**src/histeq_ram.sv**
```systemverilog
`default_nettype none

// Simple dual-port RAM, one write and one registered read port.
// Read data holds while no read is issued; a read of the address written in
// the same cycle returns the old contents.
module histeq_ram #(
  parameter int WIDTH = 8,
  parameter int DEPTH = 256
) (
  input  wire logic                     clk,
  input  wire logic                     we,
  input  wire logic [$clog2(DEPTH)-1:0] waddr,
  input  wire logic [WIDTH-1:0]         wdata,
  input  wire logic                     re,
  input  wire logic [$clog2(DEPTH)-1:0] raddr,
  output logic      [WIDTH-1:0]         rdata
);

  logic [WIDTH-1:0] mem [DEPTH];

  always_ff @(posedge clk) begin
    if (we) begin
      mem[waddr] <= wdata;
    end
    if (re) begin
      rdata <= mem[raddr];
    end
  end

endmodule

`default_nettype wire

```
**config.mk**
```make
export PLATFORM = sky130hd
export DESIGN_NAME = histeq_ram
export DESIGN_NICKNAME = d
export VERILOG_FILES = /design/src/histeq_ram.sv
export SDC_FILE = /design/constraint.sdc
export NUM_CORES = 2
export LEC_CHECK = 0
export ABC_AREA = 1
export BUFFER_PORTS_ARGS = -buffer_cell sky130_fd_sc_hd__buf_2
export CAP_MARGIN = 20
export CORE_MARGIN = 5
export CORE_UTILIZATION = 39
export DETAILED_ROUTE_END_ITERATION = 8
export HOLD_SLACK_MARGIN = 0.15
export SYNTH_ARGS = -nofsm -noshare
export SYNTH_HDL_FRONTEND = slang
export SYNTH_SLANG_ARGS = --single-unit
```
**constraint.sdc**
```tcl
create_clock -name clk -period 4.5 [get_ports clk]
set_input_delay 0.45 -clock clk [delete_from_list [all_inputs] [get_ports clk]]
set_output_delay 0.45 -clock clk [all_outputs]
set_load 0.01 [all_outputs]
```
==> flow_summary.html <==
<table>
<tr><th>Metric</th><th>Value</th></tr>
<tr><th colspan="2">Outcome</th></tr>
<tr><td>Run status</td><td>finished clean</td></tr>
<tr><th colspan="2">Clocking</th></tr>
<tr><td>CTS tree</td><td>built</td></tr>
<tr><td>Depth of the CTS H-tree</td><td>4</td></tr>
<tr><td>Clock-pin slew reported for the worst setup and hold paths after clock tree synthesis</td><td>about 0.060 ns</td></tr>
<tr><td>Master cell of the clock root buffer</td><td>sky130_fd_sc_hd__clkbuf_16</td></tr>
<tr><td>Sinks on the clock net</td><td>2,056</td></tr>
<tr><td>Setup fix buffers added after clock tree synthesis</td><td>0</td></tr>
<tr><td>CTS max path bufs</td><td>3</td></tr>
<tr><td>TritonCTS buffer count</td><td>207</td></tr>
<tr><td>Clock latency reported for the late side of the worst-skew pair</td><td>between 0.8 and 0.9 ns</td></tr>
<tr><th colspan="2">Worst setup path</th></tr>
<tr><td>Type of the setup path with the least slack</td><td>in2reg</td></tr>
<tr><td>Critical path capture point type</td><td>flop</td></tr>
<tr><td>Timing startpoint of the critical path</td><td>raddr[0]</td></tr>
<tr><td>Crit path DAT</td><td>3.55 ns</td></tr>
<tr><td>Maximum fanout along the worst path</td><td>110</td></tr>
<tr><td>Critical Path Source Type</td><td>input pin</td></tr>
<tr><td>Worst flop-to-flop path startpoint</td><td>mem[66][4]</td></tr>
<tr><td>Required @ worst endpoint</td><td>between 5 and 6 ns</td></tr>
<tr><th colspan="2">Floorplanning</th></tr>
<tr><td>Number of rows in the core area</td><td>169</td></tr>
<tr><td>I/O pin cnt</td><td>35</td></tr>
<tr><td>Vertical extent of the die</td><td>473 um</td></tr>
<tr><td>Initial Utilization</td><td>39.3%</td></tr>
<tr><td>Core ar.</td><td>about 210,000 um2</td></tr>
<tr><td>Die outline area</td><td>roughly 220,000 um2</td></tr>
<tr><td>Die X-Extent</td><td>473 um</td></tr>
<tr><th colspan="2">Logic synthesis</th></tr>
<tr><td>Compound-gate portion of the synthesized area</td><td>0%</td></tr>
<tr><td>Synthesized instance count</td><td>7,003</td></tr>
<tr><td>Dominant combinational cell family by area after synthesis</td><td>simple AND/OR/NAND/NOR gates</td></tr>
<tr><td>Cell area after technology mapping</td><td>roughly 83,000 um2</td></tr>
<tr><td>Avg Synthesized Cell Area</td><td>11.9 um2</td></tr>
<tr><td>Adder-cell share of the synthesized area</td><td>0%</td></tr>
<tr><td>Yosys warning total</td><td>0</td></tr>
<tr><td>Sequential area share after synthesis</td><td>74.0%</td></tr>
<tr><td>Area fraction in and, or, nand and nor cells after synthesis</td><td>22.9%</td></tr>
<tr><td>Mux share of post-synthesis cell area</td><td>0%</td></tr>
<tr><td>Number of synthesized register bits</td><td>2,056</td></tr>
<tr><td>XOR/XNOR Fraction of Synth Area</td><td>0%</td></tr>
<tr><td>Library cells used by synthesis</td><td>13</td></tr>
<tr><td>Net Count, Synth</td><td>7,030</td></tr>
<tr><th colspan="2">Detailed routing</th></tr>
<tr><td>Detailed-route wire length</td><td>233 mm</td></tr>
<tr><td>Number of vias per cell</td><td>5.50</td></tr>
<tr><td>Routed wire length on met3</td><td>between 15 and 20 mm</td></tr>
<tr><td>Met2 routed wirelength</td><td>108 mm</td></tr>
<tr><td>Number of DRC markers in iteration 0</td><td>about 6.5k</td></tr>
<tr><td>Top routing layer in use</td><td>met5</td></tr>
<tr><td>Number of vias after detailed routing</td><td>54.4k</td></tr>
<tr><td>Residual DRC</td><td>0</td></tr>
<tr><td>Sum of routed wire segments on met1</td><td>96.4 mm</td></tr>
<tr><td>Mean routed wirelength per cell</td><td>23.6 um</td></tr>
<tr><td>Iteration count of the initial detailed-routing pass</td><td>6</td></tr>
<tr><td>Antenna-violating nets left</td><td>0</td></tr>
<tr><th colspan="2">Timing</th></tr>
<tr><td>Setup TNS Final</td><td>0 ns</td></tr>
<tr><td>Post-layout min period</td><td>2.85 ns</td></tr>
<tr><td>Final hold violation count</td><td>0</td></tr>
<tr><td>Measured slew at the worst slew-check pin</td><td>1.19 ns</td></tr>
<tr><td>Final worst-path cycle share</td><td>63.2%</td></tr>
<tr><td>Max Slew Vio Count</td><td>0</td></tr>
<tr><td>Clock Skews</td><td>0.0596 ns</td></tr>
<tr><td>Relative max-transition margin</td><td>20.6%</td></tr>
<tr><td>Final setup viols</td><td>0</td></tr>
<tr><td>Setup repair after global routing missed its margin</td><td>no</td></tr>
<tr><td>Highest clock rate</td><td>approximately 350 MHz</td></tr>
<tr><th colspan="2">Pwr</th></tr>
<tr><td>Power density over the cells</td><td>between 400 and 500 nW/um2</td></tr>
<tr><td>Leak Pwr</td><td>31.7 nW</td></tr>
<tr><td>Worst IR Drop VDD</td><td>400 uV</td></tr>
<tr><td>Overall power consumption</td><td>40.5 mW</td></tr>
<tr><th colspan="2">Finish</th></tr>
<tr><td>Most frequent standard cell in the layout excluding fill and tap cells</td><td>sky130_fd_sc_hd__nand2_1</td></tr>
<tr><td>Fin cells</td><td>~9.9k</td></tr>
<tr><td>Area occupied by multi-input gates</td><td>19,100 um2</td></tr>
<tr><td>Share of post-route cells with drive strength above 1</td><td>6.09%</td></tr>
<tr><td>Number of nets in the layout</td><td>6,910</td></tr>
<tr><td>Fill cells</td><td>19.4k</td></tr>
<tr><td>Register cell area after layout</td><td>61,700 um2</td></tr>
<tr><td>Commonest non-fill, non-tap cells in the layout</td><td>sky130_fd_sc_hd__nand2_1, sky130_fd_sc_hd__edfxtp_1, sky130_fd_sc_hd__nand3_1</td></tr>
<tr><td>Layout overhead on the synthesized area</td><td>11.4%</td></tr>
<tr><th colspan="2">Global routing</th></tr>
<tr><td>First-pass GRT wire length</td><td>approximately 350 mm</td></tr>
<tr><td>Antenna violations before repair</td><td>11</td></tr>
<tr><td>All-layer global routing usage</td><td>about a fifth</td></tr>
<tr><td>Vias in the first global route</td><td>52.0k</td></tr>
<tr><td>Gr ovfl total</td><td>0</td></tr>
<tr><td>Maximum number of pins on one net before global-route repair</td><td>187</td></tr>
<tr><th colspan="2">Run</th></tr>
<tr><td>MaxCap Viol Count</td><td>0</td></tr>
<tr><th colspan="2">Place</th></tr>
<tr><td>Number of placed instances, taps included</td><td>roughly 9.5k</td></tr>
<tr><td>Number of I/O port buffers</td><td>34</td></tr>
<tr><td>HPWL after DPL</td><td>approximately 130 mm</td></tr>
<tr><td>Last weighted congestion value of the routability-driven placer</td><td>~0.87</td></tr>
<tr><th colspan="2">Min path</th></tr>
<tr><td>Worst min-delay path startpoint</td><td>wdata[7]</td></tr>
<tr><td>Worst hold path class</td><td>in2reg</td></tr>
</table>
[final timing paths]
kind | end | depth (start not counted) | slack (ns)
setup / recovery | rdata[4] | 13 | 1.65
setup reg to reg | rdata[4] | 10 | 2.35
hold / removal | mem[150][7] | 1 | 0.20
hold reg to reg | rdata[2] | 10 | 1.10
[cell usage after synthesis]
cell type,instances,share of area (%)
sky130_fd_sc_hd__buf_4,46,0.41
sky130_fd_sc_hd__buf_2,268,1.6
sky130_fd_sc_hd__nand3_1,2019,12
sky130_fd_sc_hd__clkbuf_1,112,0.50
sky130_fd_sc_hd__edfxtp_1,2056,74
sky130_fd_sc_hd__inv_2,2,0.0090
sky130_fd_sc_hd__buf_8,1,0.018
sky130_fd_sc_hd__inv_1,36,0.16
sky130_fd_sc_hd__inv_4,1,0.0075
sky130_fd_sc_hd__nand2_1,2123,9.5
sky130_fd_sc_hd__nor2_1,283,1.3
sky130_fd_sc_hd__buf_1,40,0.18
sky130_fd_sc_hd__buf_6,16,0.22
[critical path: stages]
cell and delay (ns):
sky130_fd_sc_hd__buf_8 0.28, sky130_fd_sc_hd__buf_12 0.37, sky130_fd_sc_hd__buf_12 0.44, sky130_fd_sc_hd__nand2_1 0.09, sky130_fd_sc_hd__nand3_1 0.10, sky130_fd_sc_hd__nand3_1 0.15
sky130_fd_sc_hd__nand3_1 0.18, sky130_fd_sc_hd__nand3_1 0.26, sky130_fd_sc_hd__nand3_1 0.20, sky130_fd_sc_hd__nand3_1 0.32, sky130_fd_sc_hd__nand2_1 0.18, sky130_fd_sc_hd__nand2_1 0.08
sky130_fd_sc_hd__nand2_1 0.07
[cell type report]
type	count	area share [%]
flip-flops and latches	2056	66.4
multi-input cells	4425	20.6
clock buffers	254	5.76
well taps	2821	3.80
repair buffers	154	1.85
clock inverters	132	1.42
inverters	39	0.194
diodes	3	0.00807
[state kept, by name, indices dropped and copies added (netlist names)]
name,cells
mem,2048
rdata,8
[repair_timing]
action                                 4_1_cts  5_1_grt
endpoints found under the hold margin      114        0
resized for setup                            0        0
hold buffers                                 7        0
[where the power goes]
group / internal (mW) / switching [mW]
sequential: 21.1 / 0.0251
combinational: 0.568 / 1.84
clock: 9.53 / 7.40
[stage by stage]
stage / cell area (um2) / setup slack [ns] / util (%) / hold WS (ns)
floorplan: 83500 / 2.56 / - / 0.549
global placement: 86200 / 0.856 / 40.6 / 0.827
detailed placement: 86200 / 0.869 / 40.6 / 0.832
finish: 93000 / 1.65 / 43.8 / 0.197
global route: 93000 / 1.56 / 43.8 / 0.182
CTS: 93000 / 1.76 / 43.8 / 0.155
[routing by layer]
layer	up-vias	global-route usage, %
met2	2466	32.2
met3	401	3.75
met5	-	0
met4	2	7.60
li1	24638	-
met1	26857	28.4
[cell families after synthesis]
logic type | Yosys count
buf+inv | 522
simple gates | 4425
flops | 2056
(Power assumes the default switching activity.)
